**src/sv/lzr_pkg.sv**
```systemverilog
// shared types and constants of the lzss ring decoder
package lzr_pkg;

	localparam int RING_DEPTH = 4096;
	localparam int RING_AW    = $clog2(RING_DEPTH);
	localparam int MATCH_MAX  = 18;
	localparam int CNT_W      = 5;
	localparam int FIFO_DEPTH = 4;
	localparam int FIFO_AW    = $clog2(FIFO_DEPTH);
	localparam int FCNT_W     = FIFO_AW + 1;

	localparam logic [RING_AW-1:0] RING_START = RING_AW'(RING_DEPTH - MATCH_MAX);
	localparam logic [7:0]         FILL_BYTE  = 8'h20;

	typedef logic [RING_AW-1:0] pos_t;
	typedef logic [RING_AW:0]   fill_t;
	typedef logic [CNT_W-1:0]   cnt_t;
	typedef logic [FCNT_W-1:0]  fcnt_t;

	typedef struct packed {
		logic [7:0] in_byte;
		logic       stream_last;
	} in_item_t;

	typedef struct packed {
		logic [7:0] out_byte;
		logic       run_last;
	} out_item_t;

	typedef struct packed {
		pos_t       rd_addr;
		logic       wr_en;
		logic [7:0] wr_data;
		logic       restart;
	} ring_req_t;

	typedef enum logic [2:0] {
		PH_FLAG  = 3'b001,
		PH_TOKEN = 3'b010,
		PH_MATCH = 3'b100
	} phase_t;

endpackage

```
**src/sv/lzr_stream_if.sv**
```systemverilog
// valid/ready stream channel
interface lzr_stream_if #(parameter type T = logic);
	logic valid;
	logic ready;
	T     data;

	modport source(output valid, output data, input ready);
	modport sink(input valid, input data, output ready);
endinterface

```
**src/sv/lzr_out_fifo.sv**
```systemverilog
// result queue between the copy stage and the output channel
module lzr_out_fifo (
	input  logic                clk,
	input  logic                arst_n,
	input  logic                push_valid,
	input  lzr_pkg::out_item_t  push_item,
	lzr_stream_if.source        result,
	output lzr_pkg::fcnt_t      count
);

	lzr_pkg::out_item_t             buf_q [lzr_pkg::FIFO_DEPTH];
	logic [lzr_pkg::FIFO_AW-1:0]    wr_ptr_q;
	logic [lzr_pkg::FIFO_AW-1:0]    rd_ptr_q;
	lzr_pkg::fcnt_t                 count_q;
	logic                           pop;

	assign pop          = result.valid && result.ready;
	assign result.valid = (count_q != '0);
	assign result.data  = buf_q[rd_ptr_q];
	assign count        = count_q;

	always_ff @(posedge clk) begin
		if (push_valid) begin
			buf_q[wr_ptr_q] <= push_item;
		end
	end

	always_ff @(posedge clk or negedge arst_n) begin
		if (!arst_n) begin
			wr_ptr_q <= '0;
			rd_ptr_q <= '0;
			count_q  <= '0;
		end else begin
			if (push_valid) begin
				wr_ptr_q <= wr_ptr_q + 1'b1;
			end
			if (pop) begin
				rd_ptr_q <= rd_ptr_q + 1'b1;
			end
			unique case ({push_valid, pop})
				2'b10:   count_q <= count_q + 1'b1;
				2'b01:   count_q <= count_q - 1'b1;
				default: count_q <= count_q;
			endcase
		end
	end

endmodule

```
**src/flat_wrapper.sv**
```systemverilog
// flat-port wrapper written by rule: the top's interface ports become plain ports
module lzr_out_fifo_flat 
  (clk, arst_n, push_valid, push_item, count, result_valid, result_data, result_ready);
  lzr_stream_if result_i ();
  input  logic clk;
  input  logic arst_n;
  input  logic push_valid;
  input  lzr_pkg::out_item_t push_item;
  output lzr_pkg::fcnt_t count;
  output wire logic [$bits(result_i.valid)-1:0] result_valid;
  output wire logic [$bits(result_i.data)-1:0] result_data;
  input wire logic [$bits(result_i.ready)-1:0] result_ready;
  assign result_valid = result_i.valid;
  assign result_data = result_i.data;
  assign result_i.ready = result_ready;
  lzr_out_fifo u_core (.clk(clk), .arst_n(arst_n), .push_valid(push_valid), .push_item(push_item), .result(result_i), .count(count));
endmodule
```
**config.mk**
```make
export PLATFORM = sky130hd
export DESIGN_NAME = lzr_out_fifo_flat
export DESIGN_NICKNAME = d
export VERILOG_FILES = /design/src/sv/lzr_pkg.sv /design/src/sv/lzr_stream_if.sv /design/src/sv/lzr_out_fifo.sv /design/src/flat_wrapper.sv
export SDC_FILE = /design/constraint.sdc
export NUM_CORES = 1
export LEC_CHECK = 0
export BUFFER_PORTS_ARGS = -buffer_cell sky130_fd_sc_hd__buf_2
export CAP_MARGIN = 20
export CORE_AREA = 10 10 48 50
export DETAILED_ROUTE_END_ITERATION = 8
export DIE_AREA = 0 0 58 60
export GPL_TIMING_DRIVEN = 1
export HOLD_SLACK_MARGIN = 0.06
export SYNTH_ARGS = -nofsm -noshare
export SYNTH_HDL_FRONTEND = slang
export SYNTH_SLANG_ARGS = --single-unit
```
**constraint.sdc**
```tcl
create_clock -name clk -period 2.1 [get_ports clk]
set_input_delay 0.21 -clock clk [delete_from_list [all_inputs] [get_ports clk]]
set_output_delay 0.21 -clock clk [all_outputs]
set_load 0.02 [all_outputs]
```
==> metrics.md, run 1 <==
| Metric | Value |
|---|---|
| Outcome | finished, final reports clean |
| Top-area cell type share of the netlist area | 32.3% |
| Fin. max-slew vios | 0 |
| Setup ws final | between 300 and 400 ps |
| CTS buffer count | 3 |
| Yosys top cell by area | dfrtp_1 |
| Routed wire per std cell | 11.4 microns |
| #FFs+latches synth | 11 |
| Worst-Margin Slew | 127 ps |
| Crit path required time | around 2300 ps |
| Initial antenna violation count | 0 |
| Syn Std Cell Area | around 540 sq um |
| Cells after Synth | 41 |
| Fill count | between 100 and 150 |
| Top post-synthesis cells by area | dfrtp_1 (32%), edfxtp_1 (22%), ha_1 (12%), xor2_1 (6.5%), and2_1 (4.6%) |
| Initial Util | 37.7% |
| Detailed Routing Iterations Pass 1 | 2 |
| CTS root buffer | clkbuf_4 |
| Vias in the first global route | 348 |
| Post-cts hold buffer count | 1 |
| Final setup viols | 0 |
| Largest net degree at the start of global routing | 9 |
| ANT cells | 0 |
| Longest Clk Path Bufs | 2 |
| Setup TNS | 0 ps |
| Num rows | 14 |
| CP most frequent cell | xor2_1 |
| Syn. warnings | 0 |
| Share of cells above drive strength 1 | 23.6% |
| Sequential element share of the synthesized area | 54.5% |
| Final-report hold violation count | 0 |
| Max incr delay on CP | between 400 and 500 ps |
| Max FO, Critical Path | 5 |
| Final period util | roughly 83% |
| Die ar. | 3480 sq um |
| Post-layout min period | ~1700 ps |
| RSZ-0062 raised after global routing | no |
| Cells along the critical path | o31a_1 > ha_1 > inv_1 > fa_1 > xor2_1 > nor2_1 > xor2_1 |
| CTS Sinks | 11 |
| Maximum VDD drop | between 0.5 and 0.6 mV |
| Syn Area/Cell | 13.2 sq um |
| Max Cap Viol | 0 |
| Mapped Nets | 60 |
| Fmax achieved | 573 MHz |
| Global route overflow | 0 |
| Hold WC Path Type | in -> reg |
| Area grow syn2layout | 18.7% |
| First-pass GRT wire length | 1480 microns |
| Critical path endpoint category | register |
| Setup WS pre-CTS | 330 ps |
| Crit path kind | reg -> reg |
| DR vias | approximately 320 |
| Worst setup SP type | register |
| Die Ht | 60 microns |
| Slew headroom | around 90% |
| Horiz. Die Dim | 58 microns |
| Final nets | 75 |
| DRC violations left | 0 |
| Yosys cell types | 15 |
| Pwr/cell area | between 1000 and 1500 nW/um^2 |
| Critical-path top delay cell | dfrtp_1 |
| H-tree depth | 1 |
| Total Wirelength | 812 microns |
| GR Util All Layers | 5.67% |
| IO buf count | 9 |
| Postcts setup bufs | 0 |
| Clock transition at the registers of the reported paths | 70 ps |
| P_leak | 0.303 nW |
| Clk_skew | 2.03 ps |
| DP HPWL | 675 microns |
| Worst-skew pair later-pin latency | 260 ps |
| Post-CTS Resized | 0 |
| Routed vias/inst | 4.54 |
| Worst EP arrival | 1940 ps |
| Starting DRT DRC Count | 6 |
| Reg area | 295 sq um |
| CTS tree | built |
| GP Congestion | 0.657 |
| ANT nets after route | 0 |
| Multi-input logic area | 224 sq um |
| Core ar. | 1440 sq um |
| IO Count | 18 |
Yosys cell counts (all sizes together):
library cell and count:
dfrtp 7, inv 6, ha 5, and2 4, edfxtp 4, xor2 4
nand2 2, xnor2 2, fa 1, mux2i 1, mux4 1, nor2 1
o21ai 1, o31a 1, or3 1
critical path: cells and delay by family (launching register included):
kind	cells	cell delay [ps]
flops	1	420
compound gates	1	220
buf+inv	1	60
simple gates	1	110
fa+ha+maj	2	570
xor+xnor	2	290
per-stage QoR:
| stage | util, % | power, mW | std cells | cell area, sq um | hold slack, ps |
|---|---|---|---|---|---|
| after global routing | 44.8 | 0.978 | 71 | 643 | 161 |
| after floorplan | - | 0.655 | 41 | 542 | -85.6 |
| after global placement | 42.2 | 0.755 | 66 | 607 | 52.9 |
| after CTS | 44.8 | 0.913 | 71 | 643 | 151 |
| final | 44.8 | 0.888 | 71 | 643 | 162 |
| after detailed placement | 42.2 | 0.768 | 66 | 607 | 52.0 |
state kept, by name, summed over array words and instances (netlist names):
signal,flops
u_core.rd_ptr_q,2
u_core.count,3
u_core.wr_ptr_q,2
u_core.buf_q,4
layer usage:
| metal | track usage (%) | vias up | part of all wire (%) |
|---|---|---|---|
| met3 | 4.66 | 4 | 12 |
| met2 | 7.98 | 10 | 43 |
| met5 | 0 | - | 0 |
| met4 | 4.03 | 0 | 2.6 |
| li1 | - | 163 | - |
| met1 | 5.46 | 145 | 42 |
cell families after synthesis:
| family | Yosys count | share of synthesized area (%) |
|---|---|---|
| DFF | 11 | 54.5 |
| and+or+nand+nor | 8 | 7.85 |
| xor gates and xnor gates | 6 | 9.70 |
| buffers and inverters | 6 | 4.16 |
| adders and majority gates | 6 | 15.2 |
| AOI/OAI and AO/OA | 2 | 2.54 |
| muxes | 2 | 6.00 |
power by group:
part / internal, mW / leakage (nW) / switching, mW
combinational: 0.166 / 0.170 / 0.195
sequential: 0.312 / 0.119 / 0.0767
clock: 0.0735 / 0.0150 / 0.0652
path summary, 6_finish.rpt:
kind                                    start                  to  slack, ps  cells past startpoint
max in group asynchronous              arst_n     u_core.count[1]       1650                      2
min in group asynchronous              arst_n  u_core.rd_ptr_q[1]        300                      2
max reg2reg                   u_core.count[0]     u_core.count[2]        350                      7
max                           u_core.count[0]     u_core.count[2]        350                      7
min                              push_item[0]  u_core.buf_q[0][0]        160                      1
min reg2reg                u_core.rd_ptr_q[1]  u_core.rd_ptr_q[1]        490                      1
cell type report:
type	count	area share (%)
Sequential cell	11	45.9
Multi-Input combinational cell	24	34.8
Timing Repair Buffer	10	8.56
Clock buffer	4	4.09
Inverter	6	3.50
Tap cell	16	3.11
layout by cell type, fill, tap and decap left out:
master | Yosys | layout
mux4_2 | 1 | 1
buf_2 | 0 | 9
clkbuf_1 | 0 | 1
dfrtp_1 | 7 | 7
clkbuf_4 | 0 | 3
fa_1 | 1 | 1
and2_1 | 4 | 4
nor2_1 | 1 | 1
o21ai_0 | 1 | 1
o31a_1 | 1 | 1
ha_1 | 5 | 5
nand2_1 | 2 | 2
mux2i_1 | 1 | 1
xor2_1 | 4 | 4
edfxtp_1 | 4 | 4
xnor2_1 | 2 | 2
or3_1 | 1 | 1
dlygate4sd3_1 | 0 | 1
inv_1 | 6 | 6
No activity file was read; power rests on OpenSTA's default activity.
==> run 2: changes to the inputs <==
--- a/config.mk
+++ b/config.mk
@@ -12,6 +12,7 @@
 export DIE_AREA = 0 0 58 60
 export GPL_TIMING_DRIVEN = 1
 export HOLD_SLACK_MARGIN = 0.06
+export PLACE_DENSITY = 0.66
 export SYNTH_ARGS = -nofsm -noshare
 export SYNTH_HDL_FRONTEND = slang
 export SYNTH_SLANG_ARGS = --single-unit
==> constraint.sdc (replaced) <==
create_clock -name clk -period 1.4 [get_ports clk]
set_input_delay 0.14 -clock clk [delete_from_list [all_inputs] [get_ports clk]]
set_output_delay 0.14 -clock clk [all_outputs]
set_load 0.02 [all_outputs]
==> metrics.md, run 2 (synthesis results as in run 1) <==
| Metric | Value |
|---|---|
| Hold WC Path Type | in -> reg |
| Worst Hold End | u_core.buf_q[0][0] |
| DP HPWL | 781 microns (+16%) |
| IO buf count | 9 (unchanged) |
| Largest register FFs | 4 (unchanged) |
| Placed insts | 72 (+9.1%) |
| Worst-Margin Slew | 145 ps (+17.9 ps) |
| Critical-path top delay cell | dfrtp_2 |
| Max FO, Critical Path | 2 (-3) |
| CTS Sinks | 11 (unchanged) |
| Global route overflow | 0 (unchanged) |
| DR vias | 367 (+14%) |
| Fin. max-slew vios | 0 (unchanged) |
| Worst r2r src | u_core.count[1] |
| Outcome | finished with violations |
| Most frequent cells in the layout | buf_4 (9), buf_2 (7), inv_1 (5) |
| CTS buffer count | 3 (unchanged) |
| IO Count | 18 (unchanged) |
| Longest Clk Path Bufs | 2 (unchanged) |
| Cells along the critical path | o31a_1 > ha_2 > inv_2 > fa_2 > xor2_1 > nor2_1 > xor2_1 |
| H-tree depth | 1 (unchanged) |
| ANT nets after route | 0 (unchanged) |
| Core ar. | 1440 sq um (unchanged) |
| Die ar. | 3480 sq um (unchanged) |
| First-pass GRT wire length | 1640 microns (+11%) |
| DRC violations left | 0 (unchanged) |
| Final non-filler cell total | 81 (+14%) |
| Routed vias/inst | 4.53 (about the same) |
| Num rows | 14 (unchanged) |
| Critical path endpoint category | register |
| Initial Util | 37.7% (unchanged) |
| Largest net degree at the start of global routing | 8 (-1) |
| Failing checks | setup timing |
| Reg2Reg Setup Slack | -220 ps (-580 ps) |
| Pwr/cell area | 2150 nW/um^2 (+55%) |
| Max incr delay on CP | 410 ps (about the same) |
| RSZ-0062 raised after global routing | yes |
| Worst EP arrival | 1770 ps (-170 ps) |
| Reg-to-reg endpoint | u_core.count[2] |
| Max Cap Viol | 0 (unchanged) |
| Final setup viols | 4 (+4) |
| Clock transition at the registers of the reported paths | 70 ps (about the same) |
| Starting DRT DRC Count | 2 (-4) |
| Clk_skew | 4.22 ps (+2.18 ps) |
| Final nets | 85 (+13%) |
| P_leak | 0.354 nW (+17%) |
| Maximum VDD drop | 0.638 mV (+21%) |
| Vias in the first global route | 376 (+8.0%) |
| Setup ws final | -224 ps (-578 ps) |
| ANT cells | 0 (unchanged) |
| Crit path required time | 1550 ps (-740 ps) |
| Hold Startpoint | push_item[0] |
| Setup WS pre-CTS | -216 ps (-546 ps) |
| Final-report hold violation count | 0 (unchanged) |
| Reg2Reg Depth | 7 (unchanged) |
| Routed wire per std cell | 13.4 microns (+17%) |
| Detailed Routing Iterations Pass 1 | 2 (unchanged) |
| GP Congestion | 0.703 (+7.0%) |
| Most flop-heavy register | u_core.buf_q |
| CTS root buffer | clkbuf_4 |
| Share of cells above drive strength 1 | 46.2% (+23 points) |
| Total Wirelength | 1080 microns (+33%) |
| Commonest non-fill, non-tap cell in the layout | buf_4 |
| Initial antenna violation count | 0 (unchanged) |
| Slew headroom | 90.1% (-1.2 points) |
| Crit path kind | reg -> reg |
| Fmax achieved | 616 MHz (+7.5%) |
| Final core utilization | 52.1% (+7.3 points) |
| Hold Path Depth | 1 (unchanged) |
| Area grow syn2layout | 38.1% |
| CP most frequent cell | xor2_1 |
| Worst-skew pair later-pin latency | 270 ps (about the same) |
| Die Ht | 60 microns (unchanged) |
| Post-layout min period | 1620 ps (-122 ps) |
| GR Util All Layers | 6.23% (+0.56 points) |
| Worst setup SP type | register |
| CTS tree | built |
| Horiz. Die Dim | 58 microns (unchanged) |
| Final period util | 116% (+33 points) |
==> run 2: how the worst max path moves through the flow <==
stage	startpoint	to	slack (ps)	depth (start not counted)
final	u_core.count[1]	u_core.count[2]	-220	7
after global routing	u_core.count[1]	u_core.count[1]	-300	5
after CTS	u_core.count[0]	u_core.count[2]	-220	7
after detailed placement	u_core.count[1]	u_core.count[2]	-220	7
after global placement	u_core.count[1]	u_core.count[2]	-190	7
after floorplan	u_core.count[1]	u_core.count[2]	-270	7
==> run 2: power breakdown <==
| part | leakage, nW | internal (mW) | switching [mW] |
|---|---|---|---|
| registers | 0.116 | 0.476 | 0.0926 |
| logic | 0.223 | 0.428 | 0.394 |
| clock network | 0.0150 | 0.110 | 0.105 |
==> run 2: area by class of cell <==
type	instances	area, sq um
fillers	127	688
flip-flops and latches	11	299
multi-input cells	24	234
repair buffers	20	146
clock buffers	4	26.3
inverters	6	22.5
well taps	16	20.0
==> run 2: critical path, delay by kind of cell (launching register included) <==
family          cells  cell delay [ps]
simple gates        1               70
xor+xnor            2              290
buf+inv             1               50
flops               1              410
compound gates      1              310
fa+ha+maj           2              370
==> run 2: per-layer routing <==
metal / vias to the layer above / track usage [%] / routed length (microns) / part of all wire [%]
met5: - / 0 / 0 / 0
met4: 0 / 5.03 / 32 / 3.0
met3: 4 / 1.48 / 19 / 1.8
met2: 6 / 10.9 / 629 / 58
met1: 177 / 6.18 / 403 / 37
li1: 180 / - / - / -
==> run 2: stage by stage <==
step                hold slack (ps)  TNS [ps]  instance area, sq um  power, mW
global route                   93.9      -796                   748       1.73
CTS                            90.7      -560                   724       1.55
detailed placement            -12.3      -420                   661       1.26
global placement              -19.0      -371                   661       1.23
floorplan                      -156      -505                   551       1.00
finish                         86.8      -534                   748       1.61
==> run 2: timing repair <==
item	4_1_cts	5_1_grt
pin swaps	5	2
setup buffers	2	3
gates resized for setup	4	2
hold endpoints to repair	7	0
hold buffers	1	0
endpoints found under the setup margin	4	4
gates cloned	0	0
